==> config.mk <==
export PLATFORM = sky130hd
export DESIGN_NAME = stable_priority_queue_core
export DESIGN_NICKNAME = d
export VERILOG_FILES = /design/src/hw/rtl/spq_pkg.sv /design/src/hw/rtl/spq_ctrl.sv /design/src/hw/rtl/spq_datapath.sv /design/src/hw/rtl/stable_priority_queue_core.sv
export SDC_FILE = /design/constraint.sdc
export NUM_CORES = 2
export LEC_CHECK = 0
export ABC_CLOCK_PERIOD_IN_PS = 8100
export BUFFER_PORTS_ARGS = -buffer_cell sky130_fd_sc_hd__buf_2
export CORE_MARGIN = 8
export CORE_UTILIZATION = 30
export CTS_BUF_LIST = sky130_fd_sc_hd__clkbuf_8
export CTS_CLUSTER_DIAMETER = 200
export DETAILED_ROUTE_END_ITERATION = 8
export PLACE_DENSITY = 0.46
export SKIP_LAST_GASP = 1
export SLEW_MARGIN = 15
export SYNTH_ARGS = -nofsm -noshare
export SYNTH_HDL_FRONTEND = slang
export SYNTH_SLANG_ARGS = --single-unit
==> constraint.sdc <==
create_clock -name clk -period 8.1 [get_ports clk]
set_input_delay 0 -clock clk [delete_from_list [all_inputs] [get_ports clk]]
set_output_delay 0 -clock clk [all_outputs]
set_load 0.01 [all_outputs]
==> src/hw/rtl/spq_pkg.sv <==
package spq_pkg;

    // opcode carried on the input tuser
    localparam logic OP_PUSH = 1'b0;
    localparam logic OP_POP  = 1'b1;

    localparam int PRIO_W   = 16;
    localparam int DATA_W   = 32;
    localparam int ERR_W    = 2;

    localparam logic [ERR_W-1:0] ERR_NONE  = 2'd0;
    localparam logic [ERR_W-1:0] ERR_FULL  = 2'd1;
    localparam logic [ERR_W-1:0] ERR_EMPTY = 2'd2;

    typedef logic signed [PRIO_W-1:0] prio_t;

    typedef struct packed {
        logic             load;
        logic             push;
        logic             pop;
        logic [ERR_W-1:0] err;
    } spq_cmd_t;

    typedef struct packed {
        logic full;
        logic empty;
    } spq_stat_t;

endpackage

==> src/hw/rtl/spq_ctrl.sv <==
module spq_ctrl (
    input  logic              clk,
    input  logic              rst_n,
    input  logic              in_valid,
    input  logic              in_opcode,
    output logic              in_ready,
    output logic              out_valid,
    input  logic              out_ready,
    input  spq_pkg::spq_stat_t stat,
    output spq_pkg::spq_cmd_t  cmd
);
    import spq_pkg::*;

    typedef enum logic {
        S_IDLE,
        S_HOLD
    } state_t;

    state_t state_reg;
    state_t state_next;
    logic   accept;

    assign out_valid = (state_reg == S_HOLD);
    // result register frees up in the same cycle it is taken
    assign in_ready  = (state_reg == S_IDLE) || out_ready;
    assign accept    = in_valid && in_ready;

    always_comb
    begin
        cmd.load = accept;
        cmd.push = 1'b0;
        cmd.pop  = 1'b0;
        cmd.err  = ERR_NONE;
        if (accept)
        begin
            unique case (in_opcode)
                OP_PUSH:
                begin
                    cmd.push = !stat.full;
                    cmd.err  = stat.full ? ERR_FULL : ERR_NONE;
                end
                OP_POP:
                begin
                    cmd.pop = !stat.empty;
                    cmd.err = stat.empty ? ERR_EMPTY : ERR_NONE;
                end
                default:
                begin
                    cmd.err = ERR_NONE;
                end
            endcase
        end
    end

    always_comb
    begin
        state_next = state_reg;
        priority if (accept)
            state_next = S_HOLD;
        else if (out_ready)
            state_next = S_IDLE;
    end

    always_ff @(posedge clk or negedge rst_n)
    begin
        if (!rst_n)
            state_reg <= S_IDLE;
        else
            state_reg <= state_next;
    end

    a_push_no_err: assert property (@(posedge clk) disable iff (!rst_n)
        cmd.push |-> (cmd.err == ERR_NONE && !cmd.pop))
        else $error("push issued together with an error or a pop");

    a_full_drop: assert property (@(posedge clk) disable iff (!rst_n)
        (accept && in_opcode == OP_PUSH && stat.full) |-> (!cmd.push && cmd.err == ERR_FULL))
        else $error("push into full queue not dropped");

    a_hold_after_load: assert property (@(posedge clk) disable iff (!rst_n)
        cmd.load |=> out_valid)
        else $error("result not presented after a transfer");

endmodule

==> src/hw/rtl/spq_datapath.sv <==
module spq_datapath #(
    parameter int CAPACITY      = 16,
    parameter int PAYLOAD_WIDTH = 32,
    parameter int CNT_W         = $clog2(CAPACITY + 1)
) (
    input  logic                       clk,
    input  logic                       rst_n,
    input  spq_pkg::spq_cmd_t          cmd,
    input  logic [spq_pkg::DATA_W-1:0] new_payload,
    input  spq_pkg::prio_t             new_priority,
    output spq_pkg::spq_stat_t         stat,
    output logic                       head_valid,
    output logic [spq_pkg::DATA_W-1:0] head_payload,
    output spq_pkg::prio_t             head_priority,
    output logic [CNT_W-1:0]           entry_count,
    output logic [spq_pkg::ERR_W-1:0]  op_error
);
    import spq_pkg::*;

    logic [PAYLOAD_WIDTH-1:0] pay_reg [CAPACITY];
    logic [PAYLOAD_WIDTH-1:0] pay_next [CAPACITY];
    prio_t                    pri_reg [CAPACITY];
    prio_t                    pri_next [CAPACITY];
    logic [PAYLOAD_WIDTH-1:0] sh_pay [CAPACITY];
    prio_t                    sh_pri [CAPACITY];
    logic [PAYLOAD_WIDTH-1:0] up_pay [CAPACITY];
    prio_t                    up_pri [CAPACITY];
    logic [CAPACITY-1:0]      le;
    logic [CAPACITY-1:0]      at_pos;
    logic [CNT_W-1:0]         count_reg;
    logic [CNT_W-1:0]         count_next;
    logic [PAYLOAD_WIDTH-1:0] ins_pay;
    logic [DATA_W-1:0]        head_pay_ext;

    logic                     head_valid_reg;
    logic [DATA_W-1:0]        head_payload_reg;
    prio_t                    head_priority_reg;
    logic [CNT_W-1:0]         entry_count_reg;
    logic [ERR_W-1:0]         op_error_reg;

    generate
        if (PAYLOAD_WIDTH > DATA_W)
        begin : g_wide
            assign ins_pay      = {{(PAYLOAD_WIDTH-DATA_W){1'b0}}, new_payload};
            assign head_pay_ext = pay_next[0][DATA_W-1:0];
        end
        else if (PAYLOAD_WIDTH == DATA_W)
        begin : g_equal
            assign ins_pay      = new_payload;
            assign head_pay_ext = pay_next[0];
        end
        else
        begin : g_narrow
            assign ins_pay      = new_payload[PAYLOAD_WIDTH-1:0];
            assign head_pay_ext = {{(DATA_W-PAYLOAD_WIDTH){1'b0}}, pay_next[0]};
        end
    endgenerate

    // every cell compares against the new priority at once; le is a thermometer
    generate
        for (genvar g = 0; g < CAPACITY; g++)
        begin : g_cell
            assign le[g] = (CNT_W'(g) < count_reg) && (pri_reg[g] <= new_priority);
            if (g == 0)
            begin : g_first
                assign at_pos[g] = !le[g];
                assign sh_pay[g] = ins_pay;
                assign sh_pri[g] = new_priority;
            end
            else
            begin : g_rest
                assign at_pos[g] = !le[g] && le[g-1];
                assign sh_pay[g] = pay_reg[g-1];
                assign sh_pri[g] = pri_reg[g-1];
            end
            if (g == CAPACITY - 1)
            begin : g_last
                assign up_pay[g] = pay_reg[g];
                assign up_pri[g] = pri_reg[g];
            end
            else
            begin : g_inner
                assign up_pay[g] = pay_reg[g+1];
                assign up_pri[g] = pri_reg[g+1];
            end
        end
    endgenerate

    always_comb
    begin
        for (int i = 0; i < CAPACITY; i++)
        begin
            pay_next[i] = pay_reg[i];
            pri_next[i] = pri_reg[i];
            if (cmd.push)
            begin
                priority if (le[i])
                begin
                    pay_next[i] = pay_reg[i];
                    pri_next[i] = pri_reg[i];
                end
                else if (at_pos[i])
                begin
                    pay_next[i] = ins_pay;
                    pri_next[i] = new_priority;
                end
                else
                begin
                    pay_next[i] = sh_pay[i];
                    pri_next[i] = sh_pri[i];
                end
            end
            else if (cmd.pop)
            begin
                pay_next[i] = up_pay[i];
                pri_next[i] = up_pri[i];
            end
        end
    end

    always_comb
    begin
        count_next = count_reg;
        priority if (cmd.push)
            count_next = count_reg + CNT_W'(1);
        else if (cmd.pop)
            count_next = count_reg - CNT_W'(1);
    end

    assign stat.full  = (count_reg == CNT_W'(CAPACITY));
    assign stat.empty = (count_reg == '0);

    always_ff @(posedge clk)
    begin
        for (int i = 0; i < CAPACITY; i++)
        begin
            pay_reg[i] <= pay_next[i];
            pri_reg[i] <= pri_next[i];
        end
        if (cmd.load)
        begin
            head_valid_reg    <= (count_next != '0);
            head_payload_reg  <= (count_next != '0) ? head_pay_ext : '0;
            head_priority_reg <= (count_next != '0) ? pri_next[0] : '0;
            entry_count_reg   <= count_next;
            op_error_reg      <= cmd.err;
        end
    end

    always_ff @(posedge clk or negedge rst_n)
    begin
        if (!rst_n)
            count_reg <= '0;
        else
            count_reg <= count_next;
    end

    assign head_valid    = head_valid_reg;
    assign head_payload  = head_payload_reg;
    assign head_priority = head_priority_reg;
    assign entry_count   = entry_count_reg;
    assign op_error      = op_error_reg;

    a_count_bound: assert property (@(posedge clk) disable iff (!rst_n)
        count_reg <= CNT_W'(CAPACITY))
        else $error("entry count above capacity");

    a_push_count: assert property (@(posedge clk) disable iff (!rst_n)
        cmd.push |=> count_reg == CNT_W'($past(count_reg) + CNT_W'(1)))
        else $error("push did not add one entry");

    a_pop_count: assert property (@(posedge clk) disable iff (!rst_n)
        cmd.pop |=> count_reg == CNT_W'($past(count_reg) - CNT_W'(1)))
        else $error("pop did not remove one entry");

    a_head_sorted: assert property (@(posedge clk) disable iff (!rst_n)
        (count_reg >= CNT_W'(2)) |-> (pri_reg[0] <= pri_reg[1]))
        else $error("head cells out of order");

endmodule

==> src/hw/rtl/stable_priority_queue_core.sv <==
// the result of a transfer is on the master side in the cycle after it is accepted
// throughput: one push or pop per cycle unless stalled; sorted cells compare in parallel
// a held result that is not taken stalls the slave side only while master tready is low
// reset (rst_n low, asynchronous): the queue is emptied and no result is pending
// stored cells are not cleared; only cells below the entry count are ever read
module stable_priority_queue_core #(
    parameter int CAPACITY      = 16,
    parameter int PAYLOAD_WIDTH = 32
) (
    input  logic                                    clk,
    input  logic                                    rst_n,
    input  logic                                    s_axis_tvalid,
    output logic                                    s_axis_tready,
    // payload[31:0], priority_req[47:32]
    input  logic [47:0]                             s_axis_tdata,
    // opcode[0]
    input  logic                                    s_axis_tuser,
    output logic                                    m_axis_tvalid,
    input  logic                                    m_axis_tready,
    // head_valid[0], head_payload[32:1], head_priority[48:33], entry_count, op_error
    output logic [((51 + $clog2(CAPACITY + 1) + 7) / 8) * 8 - 1:0] m_axis_tdata
);
    import spq_pkg::*;

    localparam int CNT_W   = $clog2(CAPACITY + 1);
    localparam int USED_W  = 1 + DATA_W + PRIO_W + CNT_W + ERR_W;
    localparam int OUT_W   = ((USED_W + 7) / 8) * 8;

    spq_cmd_t          cmd;
    spq_stat_t         stat;
    logic              head_valid;
    logic [DATA_W-1:0] head_payload;
    prio_t             head_priority;
    logic [CNT_W-1:0]  entry_count;
    logic [ERR_W-1:0]  op_error;

    spq_ctrl u_ctrl (
        .clk       (clk),
        .rst_n     (rst_n),
        .in_valid  (s_axis_tvalid),
        .in_opcode (s_axis_tuser),
        .in_ready  (s_axis_tready),
        .out_valid (m_axis_tvalid),
        .out_ready (m_axis_tready),
        .stat      (stat),
        .cmd       (cmd)
    );

    spq_datapath #(
        .CAPACITY      (CAPACITY),
        .PAYLOAD_WIDTH (PAYLOAD_WIDTH),
        .CNT_W         (CNT_W)
    ) u_datapath (
        .clk           (clk),
        .rst_n         (rst_n),
        .cmd           (cmd),
        .new_payload   (s_axis_tdata[DATA_W-1:0]),
        .new_priority  (s_axis_tdata[DATA_W+PRIO_W-1:DATA_W]),
        .stat          (stat),
        .head_valid    (head_valid),
        .head_payload  (head_payload),
        .head_priority (head_priority),
        .entry_count   (entry_count),
        .op_error      (op_error)
    );

    generate
        if (OUT_W > USED_W)
        begin : g_pad
            assign m_axis_tdata = {{(OUT_W-USED_W){1'b0}}, op_error, entry_count,
                                   head_priority, head_payload, head_valid};
        end
        else
        begin : g_nopad
            assign m_axis_tdata = {op_error, entry_count, head_priority, head_payload,
                                   head_valid};
        end
    endgenerate

endmodule

# After elaboration in Yosys (flattened, before gate mapping)
# Memory sizes are Yosys's and may differ from the RTL's.
# Index checks and enable logic that the tools add are counted.
[op_classes]
n_addsub = 2
order_cmp = 32
eq_ne = 1
muxes = 134
bitwise_logic = 2
n_reduce_logical = 53
[ops]
columns = ["operator", "n"]
rows = [
  ["32-bit 2-to-1 mux", 62],
  ["16-bit 2-to-1 mux", 62],
  ["16-bit <= comparator", 16],
  ["4-bit by 5-bit less-than comparator with 1-bit output, first input constant", 8],
  ["1-bit logical AND", 32],
  ["3-bit by 5-bit less-than comparator with 1-bit output, first input constant", 4],
  ["1-bit zero test", 17],
  ["1-bit by 5-bit less-than comparator with 1-bit output, first input constant", 2],
  ["2-bit by 5-bit less-than comparator with 1-bit output, first input constant", 2],
  ["5-bit 2-to-1 mux", 2],
  ["5-bit by 1-bit adder with 5-bit output, second input constant", 1],
  ["5-bit equality test, second input constant", 1],
  ["5-bit zero test", 1],
  ["1-bit 2-to-1 mux", 5],
  ["5-bit nonzero test", 1],
  ["5-bit by 1-bit subtractor with 5-bit output, second input constant", 1],
  ["4-bit 2-to-1 mux", 1],
  ["2-bit one-hot mux with 2 select lines", 1],
  ["2-bit 2-to-1 mux", 1],
  ["1-bit inverter", 2],
  ["2-bit nonzero test", 1],
  ["1-bit logical OR", 1],
]
[word_totals]
regBits = 62
mem_bits_rw = 768
in_bits = 53
output_inout_bits = 58
elab_cells = 233
n_memories = 2
[memory_table]
columns = ["name", "words", "word_bits", "read_ports", "rd_ports_with_merged_regs", "wr", "line", "rtl"]
rows = [
  ["u_datapath.pay_reg", 16, 32, 16, 0, 16, "spq_datapath.sv:20", "logic [PAYLOAD_WIDTH-1:0] pay_reg [CAPACITY];"],
  ["u_datapath.pri_reg", 16, 16, 16, 0, 16, "spq_datapath.sv:22", "prio_t pri_reg [CAPACITY];"],
]

# Depth between registers and ports, before layout
# An unclocked memory read counts as a cell.
[logic_depth]
ltp_word = 8
depth_mapped = 13
depth_no_buf = 9

# Modules after synthesis
# From an unflattened synthesis, not the netlist that was laid out.
[hier_totals]
cells_unflattened = 4343
hier_area_um2 = 47543.1
[by_module_without_submodules]
columns = ["module", "instances", "cells_each", "area_per_inst_um2", "seq_area_each_um2"]
rows = [
  ["spq_datapath", 1, 4331, 47404.2, 24388.4],
  ["spq_ctrl", 1, 11, 131.4, 25.0],
  ["stable_priority_queue_core", 1, 1, 7.5, 0.0],
]

# Worst setup path before layout
# No wires, ideal clock.
[synth_timing]
path_type = "input port to flip-flop"
from = "in s_axis_tdata[45]"
to = "mem u_datapath.pay_reg[14][0] (netlist: u_datapath.pay_reg[1][192]), enable pin"
setup_time_ns = 0.520
t_arrival_ns = 5.872
t_required_ns = 7.580
setup_slack_ns = 1.708
path_stages = 11
n_path_buf = 3
path_cell_list = "clkbuf_1 > inv_1 > ha_1 > nand3_1 > or3_1 > a211o_1 > and3_1 > o32a_1 > clkbuf_1 > clkbuf_1 > o21ai_0"
[synth_rtl]
columns = ["item", "line", "rtl"]
rows = [
  ["start, declared", "stable_priority_queue_core.sv:15", "input logic [47:0] s_axis_tdata,"],
  ["end, declared", "spq_datapath.sv:20", ""],
]

# Worst setup path in the final report
[layout_timing]
from = "reg u_datapath.count_reg[1]"
to = "reg u_datapath.head_payload_reg[3] (netlist: u_datapath.head_payload[3]) (data pin)"
[layout_via]
elab_chain_cells = 7
elab_cells_between_ends = 17
cone_classes = "add/sub: 2; order compare: 1; eq/ne: 1; mux: 8; reduce/logical: 5"
[layout_lines]
columns = ["item", "line", "rtl"]
rows = [
  ["start, declared", "spq_datapath.sv:30", "logic [CNT_W-1:0] count_reg;"],
  ["start signal, assigned", "spq_datapath.sv:155", "count_reg <= count_next;"],
  ["branches (longest 7 deep; another with 5-bit by 1-bit subtractor with 5-bit output)", "--", ""],
  ["end signal, assigned", "spq_datapath.sv:143", "head_payload_reg <= (count_next != '0) ? head_pay_ext : '0;"],
  ["end, declared", "spq_datapath.sv:36", "logic [DATA_W-1:0] head_payload_reg;"],
]
# Parallel ways; which one is timed is not known.
# A chain may end at the register's enable or synchronous reset.

==> summary.txt <==
Clock H-tree levels: 4
Hold Violations, Final: 0
final setup fails: 0
antenna-violating nets left: 0
drt first pass iters: 6
DR WL/cell: 28.0 um
Post-Synthesis Cell Area: 48800 um^2
gr usage total: 21.9%
layout net count: 5235
syn nets: 5406
status: completed
Final period util: 61.7%
post-CTS sizing: 0
clock skew: 0.0453 ns
Num CTS Buffers: 155
Largest register FFs: 512
initial antenna violation count: 4
power share of the combinational group: 34.9%
Clk pwr share: 25.7%
CTS tree: done
Power, Total: 15.5 mW
fraction of layout instances using a drive strength above 1: 10.1%
part of the power in registers: 39.4%
NetSw: 6.59 mW
area of the multi-input gates: 22500 um^2
Pint: 8.95 mW
Yosys cell types: 65
# DRC: 0
largest net degree at the start of global routing: 196
maximum vdd drop: 0.000170 V
Port Buffers: 110
R2R Setup Slk: 3.10 ns
core area: 162000 um^2
Hold Path Class: in2reg
CP startpoint kind: flop
Seq/Total Area, Yosys: 50.1%
Starting Density: 30.1%
Crit. End Element: flop
Slew @ Worst Pin: 1.21 ns
max cap viols: 0
DP Cell Count: 6883
via count: 44000
CTS Root Cell: clkbuf_8
Sw Share: 42.4%
hpwl dp: 123 mm
critical path type: reg2reg
Cell Rows: 148
gpl congestion: 0.839
register area: 24400 um^2
worst relative slew slack: 19.4%
max-slew violations: 0
Chip Height: 419 um
Syn Area/Cell: 9.57 um^2
Final TNS setup: 0 ns
synth-to-layout area growth: 11.8%
gr ovfl total: 0
clk_lat worst skew: 0.91 ns
Mapped Cells: 5094
die area: 176000 um^2
post-route cell area: 54500 um^2
cell leakage power: 18.7 nW
vias in the first global route: 41800
final wirelength: 202 mm
CTS max path bufs: 3
Layout Cells excl Fill: 7223
Critical Path RT: 8.72 ns
first-pass GRT wire length: 294 mm
Vias/cell: 6.10
worst-path fanout max: 171
Post-synth EDFFs: 776
Power Dens Cells: 285 nW/um^2
Synth async-reset ratio: 0.723%
CTS sink count: 830
drt initial violations: 5797
Max Freq: 200 MHz
post-layout min period: 5.00 ns
Seq cells post-synth: 830
arrival time worst endpoint: 5.62 ns
clock slew at reported path FFs: 0.06 ns
I/O pin count: 111
Primary FF master, synth: edfxtp_1
DIE WIDTH: 419 um
Syn. warnings: 0
RSZ-0062 raised after global routing: no
fillers: 16400
Post-Place Cell Area: 51000 um^2
[kinds of logic (layout without fill, tap and decap cells)]
family,count (synthesis),count (layout),synth area share [%]
mux,48,48,1.11
xor+xnor,2,2,0.0359
other cells,0,5,0
buf+inv,627,576,4.89
simple gates,1060,1060,9.68
fa+ha+maj,259,259,6.65
compound gates,2268,2268,27.6
flops,830,830,50.1
[cell type report]
cell class	count	share of cell area (%)
diodes	5	0.0229
clock buffers	169	4.27
clock inverters	108	1.03
inverters	46	0.317
multi-input cells	3637	41.2
flip-flops and latches	830	44.8
well taps	2175	4.99
repair buffers	253	3.40
[what timing repair did]
item | 4_1_cts | 5_1_grt
setup buffers | 0 | 0
hold buffers | 58 | 0
hold endpoints to repair | 825 | 0
[cell usage after synthesis, types with 34 or more instances]
library cell  instances  share of area (%)
nand2_1             197                1.5
o211ai_1            206                3.2
buf_1               100               0.77
edfxtp_1            776                 48
ha_1                259                6.6
a31oi_1             578                7.4
nand4_1              58               0.74
a21oi_1             669                6.9
a221o_1              97                2.0
inv_1                43               0.33
clkbuf_1            464                3.6
dfxtp_1              48                2.0
o21ai_0             606                6.2
and2_1               34               0.44
nor3b_1              47               0.72
nor2_1              588                4.5
mux2_2               48                1.1
[layout by cell type (no fill, tap or decap), types with 6 or more instances in the layout]
master           n
a221oi_1        11
nor3b_1         47
nand3_4         12
clkinv_1        25
o211ai_1       206
ha_1           259
inv_1          100
buf_4           79
or3_1           12
buf_2          110
dfxtp_1         48
nand4b_1        11
a221o_1         97
a31o_2          10
o21ai_1          8
clkinv_2        13
nor2b_1         18
o41ai_1         11
a31oi_1        578
nand3_1         20
nor3_1          20
o21ai_0        604
nand2b_1        13
edfxtp_1       776
nand2_1        195
clkbuf_8       169
a21oi_1        654
dfrtp_1          6
a22oi_1         15
nor2_1         585
and3_4          11
a21oi_4         15
mux2_2          48
a21o_1          25
nand4_1         58
and2_1          34
dlygate4sd3_1   58
[final timing paths]
| path | start | end | cells past startpoint |
|---|---|---|---|
| hold / removal | s_axis_tuser | u_datapath.count_reg[4]$_DFF_PN0_ | 4 |
| setup reg to reg | u_datapath.count_reg[1]$_DFF_PN0_ | u_datapath.head_payload[3]$_SDFFCE_PN0P_ | 11 |
| max in group asynchronous | rst_n | u_datapath.count_reg[2]$_DFF_PN0_ | 4 |
| min in group asynchronous | rst_n | u_ctrl.out_valid$_DFFE_PN0P_ | 4 |
| setup / recovery | u_datapath.count_reg[1]$_DFF_PN0_ | u_datapath.head_payload[3]$_SDFFCE_PN0P_ | 11 |
| hold reg to reg | u_datapath.pay_reg[0][0]$_DFF_P_ | u_datapath.pay_reg[0][0]$_DFF_P_ | 1 |
[routing by layer]
layer,track usage [%],part of all wire [%],up-vias
li1,-,-,19300
met1,32.3,46,22000
met2,31.7,42,2440
met3,5.19,9.7,324
met4,6.09,2.3,2
met5,0,0.0035,-
[critical path, stage by stage (launching register included)]
cell and delay (ns):
dfrtp_1 0.49, inv_1 0.20, ha_1 0.21, or3b_1 0.48, o2111ai_4 0.25, buf_12 0.61
nand3_1 0.19, a221o_1 0.43, nor4_4 0.71, buf_4 0.61, nor3b_1 0.12, a221o_1 0.33
[stage by stage]
stage / setup WS [ns] / util [%] / hold WS (ns)
floorplan: 1.71 / - / -0.296
global placement: 3.12 / 31.5 / -0.172
detailed placement: 3.11 / 31.5 / -0.169
CTS: 3.06 / 33.6 / 0.0457
global route: 2.82 / 33.6 / 0.118
finish: 3.10 / 33.6 / 0.146
[power by group through the flow]
stage	registers (mW)	logic [mW]	clock network (mW)
3_3_place_gp	6.18	5.27	0
2_1_floorplan	5.97	3.29	0
5_1_grt	6.17	5.78	4.25
6_report	6.12	5.42	4.00
3_5_place_dp	6.17	5.31	0
4_1_cts	6.08	5.35	4.09
Note: power is estimated with default switching activity, not from simulation.
